## src/rtl/mmt_pkg.sv

```systemverilog
`timescale 1ns / 1ps
// ============================================================================
// mmt_pkg
// Shared sizes, codes and state encoding for the multimap table engine.
// ============================================================================
package mmt_pkg;

    // table sizing
    localparam int CAPACITY    = 32;
    localparam int MAX_RESULTS = 32;
    localparam int CNT_W       = $clog2(CAPACITY + 1);
    localparam int IDX_W       = $clog2(CAPACITY);
    localparam int RES_W       = $clog2(MAX_RESULTS + 1);

    // field widths
    localparam int KEY_W      = 32;
    localparam int VAL_W      = 32;
    localparam int ENTRY_W    = KEY_W + VAL_W;
    localparam int ACTION_W   = 2;
    localparam int KIND_W     = 2;
    localparam int REMOVED_W  = 6;
    localparam int S_TDATA_W  = KEY_W + VAL_W;
    localparam int M_TDATA_W  = ((VAL_W + REMOVED_W + 7) / 8) * 8;
    localparam int M_TUSER_W  = KIND_W + 1;

    // input action codes
    typedef enum logic [ACTION_W-1:0] {
        ACT_INSERT = 2'd0,
        ACT_SEARCH = 2'd1,
        ACT_DELETE = 2'd2
    } action_t;

    // result kind codes
    typedef enum logic [KIND_W-1:0] {
        KIND_INSERT  = 2'd0,
        KIND_MATCH   = 2'd1,
        KIND_NOMATCH = 2'd2,
        KIND_DELETE  = 2'd3
    } kind_t;

    // sequencer states
    typedef enum logic [1:0] {
        ST_IDLE,
        ST_SCAN,
        ST_FINISH
    } state_t;

endpackage

```

## src/rtl/multimap_table_engine_top.sv

```systemverilog
`timescale 1ns / 1ps
// ============================================================================
// multimap_table_engine_top
// Key/value multimap in arrival order with insert, search and delete-all.
// ============================================================================
// Usage:
// - input beats arrive on the s_ stream: s_tuser carries the action (insert,
//   search, delete), s_tdata carries key and value; action 3 is dropped
// - results leave on the m_ stream: one beat per insert or delete, one beat
//   per matching value for a search, up to MAX_RESULTS (stored order, last
//   one with m_tlast), or a single no-match beat
// - search and delete step a compare unit through the entry RAM, one stored
//   entry per cycle while no stalled receiver holds the scan; a full table
//   drops the insert and flags table_full
// - delete compacts the table in the same pass, writing kept entries back
//   through the RAM write port
// - s_tready is low while a search or delete is running and while the
//   output register holds a beat that the receiver has not taken
// - a stalled receiver freezes the scan on the next match; nothing is lost
// - reset empties the table (entry count to zero) and drops any pending beat
// ============================================================================
module multimap_table_engine_top (
    input  logic        aclk,
    input  logic        aresetn,
    // input stream
    input  logic        s_tvalid,
    output logic        s_tready,
    input  logic [63:0] s_tdata,   // key [31:0], value [63:32]
    input  logic [1:0]  s_tuser,   // action [1:0]
    // result stream
    output logic        m_tvalid,
    input  logic        m_tready,
    output logic [39:0] m_tdata,   // match_value [31:0], removed_count [37:32], zero pad
    output logic [2:0]  m_tuser,   // kind [1:0], table_full [2]
    output logic        m_tlast    // last
);

    mmt_pkg::state_t                  state_reg, state_next;
    mmt_pkg::action_t                 op_reg, op_next;
    logic [mmt_pkg::KEY_W-1:0]        key_reg, key_next;
    logic [mmt_pkg::CNT_W-1:0]        count_reg, count_next;
    logic [mmt_pkg::CNT_W-1:0]        rd_idx_reg, rd_idx_next;
    logic [mmt_pkg::CNT_W-1:0]        kept_reg, kept_next;
    logic [mmt_pkg::CNT_W-1:0]        removed_reg, removed_next;
    logic [mmt_pkg::RES_W-1:0]        found_reg, found_next;
    logic                             data_vld_reg, data_vld_next;
    logic                             held_vld_reg, held_vld_next;
    logic [mmt_pkg::VAL_W-1:0]        held_val_reg, held_val_next;

    logic                             m_tvalid_reg, m_tvalid_next;
    mmt_pkg::kind_t                   m_kind_reg, m_kind_next;
    logic                             m_full_reg, m_full_next;
    logic [mmt_pkg::VAL_W-1:0]        m_match_reg, m_match_next;
    logic [mmt_pkg::REMOVED_W-1:0]    m_removed_reg, m_removed_next;
    logic                             m_last_reg, m_last_next;

    logic                             ram_wr_en;
    logic [mmt_pkg::IDX_W-1:0]        ram_wr_addr;
    logic [mmt_pkg::ENTRY_W-1:0]      ram_wr_data;
    logic                             ram_rd_en;
    logic [mmt_pkg::ENTRY_W-1:0]      ram_rd_data;

    logic [mmt_pkg::KEY_W-1:0]        rd_key;
    logic [mmt_pkg::VAL_W-1:0]        rd_val;
    logic                             hit;
    logic                             out_free;
    logic                             stall;

    // entry store: value in the upper half, key in the lower half
    mmt_ram #(
        .WIDTH (mmt_pkg::ENTRY_W),
        .DEPTH (mmt_pkg::CAPACITY)
    ) u_entries (
        .aclk    (aclk),
        .wr_en   (ram_wr_en),
        .wr_addr (ram_wr_addr),
        .wr_data (ram_wr_data),
        .rd_en   (ram_rd_en),
        .rd_addr (rd_idx_reg[mmt_pkg::IDX_W-1:0]),
        .rd_data (ram_rd_data)
    );

    assign rd_key   = ram_rd_data[mmt_pkg::KEY_W-1:0];
    assign rd_val   = ram_rd_data[mmt_pkg::ENTRY_W-1:mmt_pkg::KEY_W];
    assign hit      = data_vld_reg && (rd_key == key_reg);
    assign out_free = !m_tvalid_reg || m_tready;

    // ports
    assign s_tready = (state_reg == mmt_pkg::ST_IDLE) && out_free;
    assign m_tvalid = m_tvalid_reg;
    assign m_tdata  = {{(mmt_pkg::M_TDATA_W - mmt_pkg::VAL_W - mmt_pkg::REMOVED_W){1'b0}},
                       m_removed_reg, m_match_reg};
    assign m_tuser  = {m_full_reg, m_kind_reg};
    assign m_tlast  = m_last_reg;

    // sequencer: next state, scan step and output beat
    always_comb begin
        state_next     = state_reg;
        op_next        = op_reg;
        key_next       = key_reg;
        count_next     = count_reg;
        rd_idx_next    = rd_idx_reg;
        kept_next      = kept_reg;
        removed_next   = removed_reg;
        found_next     = found_reg;
        data_vld_next  = data_vld_reg;
        held_vld_next  = held_vld_reg;
        held_val_next  = held_val_reg;

        m_tvalid_next  = m_tvalid_reg && !m_tready;
        m_kind_next    = m_kind_reg;
        m_full_next    = m_full_reg;
        m_match_next   = m_match_reg;
        m_removed_next = m_removed_reg;
        m_last_next    = m_last_reg;

        ram_wr_en      = 1'b0;
        ram_wr_addr    = count_reg[mmt_pkg::IDX_W-1:0];
        ram_wr_data    = s_tdata;
        ram_rd_en      = 1'b0;
        stall          = 1'b0;

        case (state_reg)
            mmt_pkg::ST_IDLE: begin
                if (s_tvalid && s_tready) begin
                    case (s_tuser)
                        mmt_pkg::ACT_INSERT: begin
                            m_tvalid_next  = 1'b1;
                            m_kind_next    = mmt_pkg::KIND_INSERT;
                            m_match_next   = '0;
                            m_removed_next = '0;
                            m_last_next    = 1'b1;
                            if (count_reg == mmt_pkg::CNT_W'(mmt_pkg::CAPACITY)) begin
                                m_full_next = 1'b1;
                            end else begin
                                m_full_next = 1'b0;
                                ram_wr_en   = 1'b1;
                                count_next  = count_reg + 1'b1;
                            end
                        end
                        mmt_pkg::ACT_SEARCH, mmt_pkg::ACT_DELETE: begin
                            op_next       = mmt_pkg::action_t'(s_tuser);
                            key_next      = s_tdata[mmt_pkg::KEY_W-1:0];
                            rd_idx_next   = '0;
                            kept_next     = '0;
                            removed_next  = '0;
                            found_next    = '0;
                            data_vld_next = 1'b0;
                            held_vld_next = 1'b0;
                            state_next    = mmt_pkg::ST_SCAN;
                        end
                        default: begin
                            // unknown action: beat is taken and dropped
                        end
                    endcase
                end
            end

            mmt_pkg::ST_SCAN: begin
                if (!data_vld_reg && (rd_idx_reg == count_reg)) begin
                    state_next = mmt_pkg::ST_FINISH;
                end else begin
                    // a second match cannot retire while the older one is blocked
                    stall = (op_reg == mmt_pkg::ACT_SEARCH) && hit && held_vld_reg
                            && !out_free;
                    if (!stall) begin
                        // issue the next read
                        if (rd_idx_reg != count_reg) begin
                            ram_rd_en     = 1'b1;
                            rd_idx_next   = rd_idx_reg + 1'b1;
                            data_vld_next = 1'b1;
                        end else begin
                            data_vld_next = 1'b0;
                        end
                        // retire the entry held in the RAM read register
                        if (data_vld_reg) begin
                            if (op_reg == mmt_pkg::ACT_SEARCH) begin
                                if (hit) begin
                                    if (held_vld_reg) begin
                                        m_tvalid_next  = 1'b1;
                                        m_kind_next    = mmt_pkg::KIND_MATCH;
                                        m_full_next    = 1'b0;
                                        m_match_next   = held_val_reg;
                                        m_removed_next = '0;
                                        m_last_next    = 1'b0;
                                    end
                                    held_val_next = rd_val;
                                    held_vld_next = 1'b1;
                                    found_next    = found_reg + 1'b1;
                                    if (found_reg ==
                                        mmt_pkg::RES_W'(mmt_pkg::MAX_RESULTS - 1)) begin
                                        state_next = mmt_pkg::ST_FINISH;
                                    end
                                end
                            end else begin
                                // delete: compact the kept entries downward
                                if (hit) begin
                                    removed_next = removed_reg + 1'b1;
                                end else begin
                                    ram_wr_en   = 1'b1;
                                    ram_wr_addr = kept_reg[mmt_pkg::IDX_W-1:0];
                                    ram_wr_data = ram_rd_data;
                                    kept_next   = kept_reg + 1'b1;
                                end
                            end
                        end
                    end
                end
            end

            mmt_pkg::ST_FINISH: begin
                if (out_free) begin
                    m_tvalid_next  = 1'b1;
                    m_full_next    = 1'b0;
                    m_last_next    = 1'b1;
                    m_match_next   = '0;
                    m_removed_next = '0;
                    if (op_reg == mmt_pkg::ACT_SEARCH) begin
                        if (held_vld_reg) begin
                            m_kind_next  = mmt_pkg::KIND_MATCH;
                            m_match_next = held_val_reg;
                        end else begin
                            m_kind_next  = mmt_pkg::KIND_NOMATCH;
                        end
                    end else begin
                        m_kind_next    = mmt_pkg::KIND_DELETE;
                        m_removed_next = mmt_pkg::REMOVED_W'(removed_reg);
                        count_next     = kept_reg;
                    end
                    held_vld_next = 1'b0;
                    data_vld_next = 1'b0;
                    state_next    = mmt_pkg::ST_IDLE;
                end
            end

            default: begin
                state_next = mmt_pkg::ST_IDLE;
            end
        endcase
    end

    // control registers
    always_ff @(posedge aclk) begin
        if (!aresetn) begin
            state_reg    <= mmt_pkg::ST_IDLE;
            count_reg    <= '0;
            data_vld_reg <= 1'b0;
            held_vld_reg <= 1'b0;
            m_tvalid_reg <= 1'b0;
        end else begin
            state_reg    <= state_next;
            count_reg    <= count_next;
            data_vld_reg <= data_vld_next;
            held_vld_reg <= held_vld_next;
            m_tvalid_reg <= m_tvalid_next;
        end
    end

    // scan and output payload registers
    always_ff @(posedge aclk) begin
        op_reg        <= op_next;
        key_reg       <= key_next;
        rd_idx_reg    <= rd_idx_next;
        kept_reg      <= kept_next;
        removed_reg   <= removed_next;
        found_reg     <= found_next;
        held_val_reg  <= held_val_next;
        m_kind_reg    <= m_kind_next;
        m_full_reg    <= m_full_next;
        m_match_reg   <= m_match_next;
        m_removed_reg <= m_removed_next;
        m_last_reg    <= m_last_next;
    end

endmodule

```

## src/rtl/mmt_ram.sv

```systemverilog
`timescale 1ns / 1ps
// ============================================================================
// mmt_ram
// Generic simple dual-port RAM, one write port, one read port, registered
// read data that holds while the read enable is low.
// ============================================================================
module mmt_ram #(
    parameter int WIDTH = 64,
    parameter int DEPTH = 32
) (
    input  logic                     aclk,
    input  logic                     wr_en,
    input  logic [$clog2(DEPTH)-1:0] wr_addr,
    input  logic [WIDTH-1:0]         wr_data,
    input  logic                     rd_en,
    input  logic [$clog2(DEPTH)-1:0] rd_addr,
    output logic [WIDTH-1:0]         rd_data
);

    logic [WIDTH-1:0] mem [DEPTH];

    // write port
    always_ff @(posedge aclk) begin
        if (wr_en) begin
            mem[wr_addr] <= wr_data;
        end
    end

    // registered read port
    always_ff @(posedge aclk) begin
        if (rd_en) begin
            rd_data <= mem[rd_addr];
        end
    end

endmodule

```

## config.mk

```make
export PLATFORM = sky130hd
export DESIGN_NAME = multimap_table_engine_top
export DESIGN_NICKNAME = d
export VERILOG_FILES = /design/src/rtl/mmt_pkg.sv /design/src/rtl/multimap_table_engine_top.sv /design/src/rtl/mmt_ram.sv
export SDC_FILE = /design/constraint.sdc
export NUM_CORES = 2
export LEC_CHECK = 0
export BUFFER_PORTS_ARGS = -buffer_cell sky130_fd_sc_hd__buf_2
export CAP_MARGIN = 15
export CORE_UTILIZATION = 44
export DETAILED_ROUTE_END_ITERATION = 12
export PLACE_DENSITY = 0.66
export SETUP_SLACK_MARGIN = 0.15
export SLEW_MARGIN = 40
export SYNTH_ARGS = -nofsm -noshare
export SYNTH_HDL_FRONTEND = slang
export SYNTH_SLANG_ARGS = --single-unit
```

## constraint.sdc

```tcl
create_clock -name aclk -period 5.3 [get_ports aclk]
set_input_delay 0.53 -clock aclk [delete_from_list [all_inputs] [get_ports aclk]]
set_output_delay 0.53 -clock aclk [all_outputs]
set_load 0.01 [all_outputs]
```

== After elaboration in Yosys (flattened, before gate mapping) ==
Memory sizes are Yosys's and may differ from the RTL's. A register that Yosys moved wholly into a read port is not among the register bits.
Cells that the tools add are included.
Widths: inputs -> output; s select.
Operators by class
  muxes and demuxes: 138
  $add $sub $neg: 5
  $lt $le $gt $ge: 0
  reductions and logical operators: 30
  eq/ne operators: 30
  multiply operators: 0
  divide/modulo/power cells: 0
  bitwise logic cells: 2
  shift-type cells: 0
Operator list (count)
  $mux 64: 6
  $mux 32: 11
  $mux 6: 35
  $pmux 32 s3: 1
  $pmux 6 s2: 5
  $mux 1: 45
  $mux 2: 20
  $eq 32x32->1: 1
  $reduce_and 8->1: 4
  $add 6x1->6 const B: 5
  $mux 5: 6
  $ne 2x2->1 const B: 12
  $reduce_and 6->1: 4
  $pmux 6 s3: 1
  $ne 3x3->1 const B: 5
  $pmux 1 s3: 5
  $pmux 2 s3: 2
  $reduce_and 10->1: 1
  $reduce_and 9->1: 1
  $logic_and 1x1->1: 8
  $eq 2x1->1 const B: 3
  $eq 6x5->1 const B: 1
  $eq 6x6->1: 1
  $eq 6x6->1 const B: 1
  12 further kinds: 21
Storage, ports and cells
  bits of input ports: 70
  register bits after elaboration: 143
  RAM bits: 2048
  latch bits: 0
  memories: 1
  ROM bits: 0
  output and inout bits: 46
Memory list
  u_entries.mem: words 32, width 64, read ports 1, clocked after memory_dff 1, wr ports 1, RTL line mmt_ram.sv:20  | logic [WIDTH-1:0] mem [DEPTH];

== Depth between registers and ports, before layout ==
  depth in word-level cells: 10
  gate-level depth with buffers: 9
  gate-level depth less buffers: 8

== Hierarchy ==
Synthesis repeated with hierarchy kept, for this count alone.
Unflattened totals
  cell total of the unflattened synthesis: 3622
  area, all modules: 86623.1 sq um
Modules (own cells, without submodules)
  mmt_ram: cells an instance 3096, area each 79598.8 sq um, instances 1
  multimap_table_engine_top: cells an instance 526, area each 7024.2 sq um, instances 1

== Worst setup path before layout ==
Ideal clock, no wire load.
  path type: register to register
  start: register u_entries.rd_data[25] (read register of u_entries.mem)
  end: register held_val_reg[0] (netlist name) (enable)
  library setup time: 0.501 ns
  path slack: 0.253 ns
  required time: 4.799 ns
  buffers on the path: 0
  cell stages (with the launch flop): 6
  arrival: 4.545 ns
  cell sequence: edfxtp_1 > nor2b_4 > a2111o_1 > nor4_4 > nand4_1 > nor4_1
On the way
  cells in the longest elaborated chain, start to end: 7
Ends and longest elaborated chain
  start: declaration: RTL line mmt_ram.sv:17  | output logic [WIDTH-1:0] rd_data
  $eq 32x32->1 (*): RTL line multimap_table_engine_top.sv:85  | assign hit = data_vld_reg && (rd_key == key_reg);
  $logic_and 1x1->1 (*): RTL line multimap_table_engine_top.sv:85
  $logic_and 1x1->1 (2 in series): RTL line multimap_table_engine_top.sv:164  | stall = (op_reg == mmt_pkg::ACT_SEARCH) && hit && held_vld_reg
  $logic_and 1x1->1: RTL line multimap_table_engine_top.sv:165  | && !out_free;
  $not 1->1 (no source line)
  $reduce_and 6->1 (no source line) (*)
  end signal: assignment: RTL line multimap_table_engine_top.sv:267  | held_val_reg <= held_val_next;
  end: declaration: RTL line multimap_table_engine_top.sv:48  | logic [mmt_pkg::VAL_W-1:0] held_val_reg, held_val_next;
Mark *: on every way between the ends. The rest lies on a longest branch, timed or not.
A chain may end at the register's enable or synchronous reset.

== Worst setup path in the final report ==
  start: register u_entries.rd_data[25] (read register of u_entries.mem)
  end: memory u_entries.mem[9][34] (enable)
On the way
  cells in the longest elaborated chain, start to end: 10
Ends and longest elaborated chain
  $eq 32x32->1 (*): RTL line multimap_table_engine_top.sv:85
  $logic_and 1x1->1 (*): RTL line multimap_table_engine_top.sv:85
  $mux 1 / $logic_and 1x1->1 (equally long branches): RTL line multimap_table_engine_top.sv:197, multimap_table_engine_top.sv:164
  $mux 1 / $logic_and 1x1->1 (equally long branches): RTL line multimap_table_engine_top.sv:177, multimap_table_engine_top.sv:164
  $mux 1 / $logic_and 1x1->1 (equally long branches): RTL line multimap_table_engine_top.sv:176, multimap_table_engine_top.sv:165
  $mux 1: RTL line multimap_table_engine_top.sv:166  | if (!stall) begin
  $mux 1: RTL line multimap_table_engine_top.sv:160  | if (!data_vld_reg && (rd_idx_reg == count_reg)) begin
  $pmux 1 s2: RTL line multimap_table_engine_top.sv:123  | case (state_reg)
  $mux 1: RTL line mmt_ram.sv:24  | if (wr_en) begin
  $mux 1 (implied by the code): RTL line mmt_ram.sv:25  | mem[wr_addr] <= wr_data;
  end: declaration: RTL line mmt_ram.sv:20
Marks and branches as above.

==> flow_metrics.env <==
export IMPL_status="complete, no violations"
export IMPL_hold_buffers=30
export IMPL_r2r_start="u_entries.rd_data[25]$_DFFE_PP_"
export IMPL_worstReg2RegEnd="u_entries.mem[9][34]$_DFFE_PP_"
export IMPL_timing_final_crit_period_ns=3.936
export IMPL_slew_headroom_pct=41.07
export IMPL_async_reset_ff_share_pct=0
export IMPL_rsz0062_at_grt="no"
export IMPL_crit_start="u_entries.rd_data[25]$_DFFE_PP_"
export IMPL_globalRouteTotalUtil_pct=20.97
export IMPL_antenna_found_initial=7
export IMPL_fin_hold_ws_ns=0.03857
export IMPL_cp_max_fo=40
export IMPL_clk_path_buf_depth=3
export IMPL_nFillCells=15050
export IMPL_fp_dieH_microns=446.4
export IMPL_comb_power_share_pct=10.5
export IMPL_cp_arrival_ns=4.43
export IMPL_drcViolationCount=0
export IMPL_totalPowerFinal_uw=38490
export IMPL_wl_mm=207.3
export IMPL_r2r_cells=8
export IMPL_viasPerCell=5.972
export IMPL_largest_reg_flops=2048
export IMPL_cts_inserted_buffers=209
export IMPL_p_per_area_nw_per_um2=391.3
export IMPL_r2r_slack_ns=1.36
export IMPL_clock_skew_ns=0.04268
export IMPL_final_common_cell="edfxtp_1"
export IMPL_ys_ff_latch=2255
export IMPL_insertion_delay_ns=0.85
export IMPL_post_cts_setup_buffers=0
export IMPL_critPathRequiredTime_ns=5.79
export IMPL_worstHoldStart="s_tdata[27]"
export IMPL_setup_violations=0
export IMPL_finalHoldViolCount=0
export IMPL_clock_sinks=2255
export IMPL_grt_pass1_vias=39780
export IMPL_end_kind="register"
export IMPL_fin_tns_setup_ns=0
export IMPL_grt_pass1_wl_mm=295.9
export IMPL_vias=39710
export IMPL_netlist_area_sq_um=86890
export IMPL_min_path_type="in2reg"
export IMPL_rows=162
export IMPL_area_delta_synth_final_pct=13.19
export IMPL_pwr_share_seq_pct=52.1
export IMPL_path_clk_slew_ns=0.06
export IMPL_ys_seq_area_share_pct=77.81
export IMPL_dieArea_sq_um=199300
export IMPL_worst_setup_path_start_kind="register"
export IMPL_finalCritPeriodShare_pct=74.27
export IMPL_grt_start_max_net_pins=115
export IMPL_overflow=0
export IMPL_drtAntennaViolNets=0
export IMPL_p_int_uw=29740
export IMPL_synth_ff_type="edfxtp_1"
export IMPL_first_pass_iters=6
export IMPL_worst_pin_slew_ns=0.8840
export IMPL_leakage_uw=0.03021
export IMPL_ctsResizeCount=0
export IMPL_clkPwrFrac_pct=37.4
export IMPL_wire_per_inst_microns=31.18
export IMPL_layout_nets=3934
export IMPL_die_x_microns=446.4
export IMPL_gp_congestion=0.8097
export IMPL_syn_avg_cell_area_sq_um=24.03
export IMPL_ioPinCount=116
export IMPL_largestRegisters="u_entries.mem x2048, u_entries.rd_data x64"
export IMPL_detailed_place_hpwl_mm=110.6
export IMPL_final_cell_mix="edfxtp_1 (2244), mux4_2 (640), clkbuf_16 (212)"
export IMPL_cts_max_level=4
export IMPL_synth_cells=3616
export IMPL_yosys_warnings=0
export IMPL_utilization_pct=50.28
export IMPL_holdPathStages=1
export IMPL_drive_gt1_share_pct=31.59
export IMPL_port_buffer_count=113
export IMPL_holdPathEnd="key_reg[27]$_DFFE_PP_"
export IMPL_drv_slew=0
export IMPL_root_buffer="clkbuf_16"
export IMPL_drtIter0Drc=5034
export IMPL_crit_type="reg2reg"
export IMPL_core_area_sq_um=195600
export IMPL_clock_fmax_mhz=254.0
export IMPL_synth_edf_count=2244
export IMPL_cts_tree="built"
export IMPL_p_sw_uw=8752
export IMPL_yosysUniqueCellTypes=59
export IMPL_maxCapViolCount=0
export IMPL_vdd_drop_max_uv=426.5
export IMPL_start_util_pct=44.42
export IMPL_regMostFlops="u_entries.mem"
export IMPL_swShare_pct=22.74
## synth_stat cells (16+ instances only)
cell type / count / area share, %
and2_1: 38 / 0.27
edfxtp_1: 2244 / 78
nand3_1: 22 / 0.13
mux2_2: 131 / 1.7
mux4_2: 640 / 17
buf_2: 48 / 0.28
nand2_1: 22 / 0.095
xnor2_1: 37 / 0.37
a21oi_1: 16 / 0.092
clkbuf_1: 101 / 0.44
inv_1: 16 / 0.069
mux2_1: 29 / 0.38
buf_1: 28 / 0.12
nor2_1: 96 / 0.41
## how the worst max path moves through the flow
stage	endpoint	depth (start not counted)
floorplan	held_val_reg[0]$_DFFE_PP_	5
global placement	u_entries.mem[8][10]$_DFFE_PP_	7
detailed placement	u_entries.mem[10][14]$_DFFE_PP_	8
CTS	u_entries.mem[9][34]$_DFFE_PP_	8
global route	u_entries.mem[9][34]$_DFFE_PP_	8
finish	u_entries.mem[9][34]$_DFFE_PP_	8
## cell type report
type | instances | area, sq um | area share (%)
Sequential cell | 2255 | 67600 | 68.74
Multi-Input combinational cell | 1159 | 18950 | 19.26
Clock buffer | 263 | 5497 | 5.589
Tap cell | 2624 | 3283 | 3.338
Timing Repair Buffer | 210 | 1981 | 2.014
Clock inverter | 118 | 964.7 | 0.9809
Inverter | 18 | 70.07 | 0.07124
Antenna cell | 2 | 5.005 | 0.005089
## cells by family after synthesis
| kind of cell | after synthesis | synth area share [%] |
|---|---|---|
| muxes | 803 | 18.70 |
| and+or+nand+nor | 244 | 1.454 |
| adders and majority gates | 11 | 0.1584 |
| buffers and inverters | 203 | 0.9979 |
| other | 1 | 0.004316 |
| AOI/OAI and AO/OA | 53 | 0.4176 |
| xor gates and xnor gates | 46 | 0.4637 |
| DFF | 2255 | 77.81 |
## critical path, cell delays in order, from the launching register on
cell and delay [ns]:
edfxtp_1 0.45, nor2b_4 0.16, a2111o_1 0.42, nor4_4 0.32
nand4_1 0.39, nand3_4 0.50, buf_4 0.40, mux2_8 0.49
buf_16 0.33
## metrics by stage
step,cell area [sq um],cells,setup WS [ns]
after CTS,98260,6644,1.340
after global placement,91000,6215,1.299
after detailed placement,91500,6233,1.385
after floorplan,86890,3617,0.2533
final,98350,6649,1.364
after global routing,98350,6647,1.046
## power groups by stage
stage | Clock [uW] | Sequential (uW) | Combinational [uW]
after global placement | 0 | 20400 | 3990
after global routing | 15200 | 20100 | 4250
after CTS | 14600 | 20100 | 4070
final | 14400 | 20100 | 4030
after floorplan | 0 | 20400 | 2780
after detailed placement | 0 | 20400 | 4030
## metal layers
metal | up-vias | global-route usage (%) | wire, microns
met2 | 1762 | 33.03 | 100100
met1 | 21810 | 30.69 | 87160
li1 | 15860 | - | -
met4 | 0 | 5.302 | 4469
met3 | 279 | 3.412 | 15650
met5 | - | 0 | 0
No activity file was read; power rests on OpenSTA's default activity.
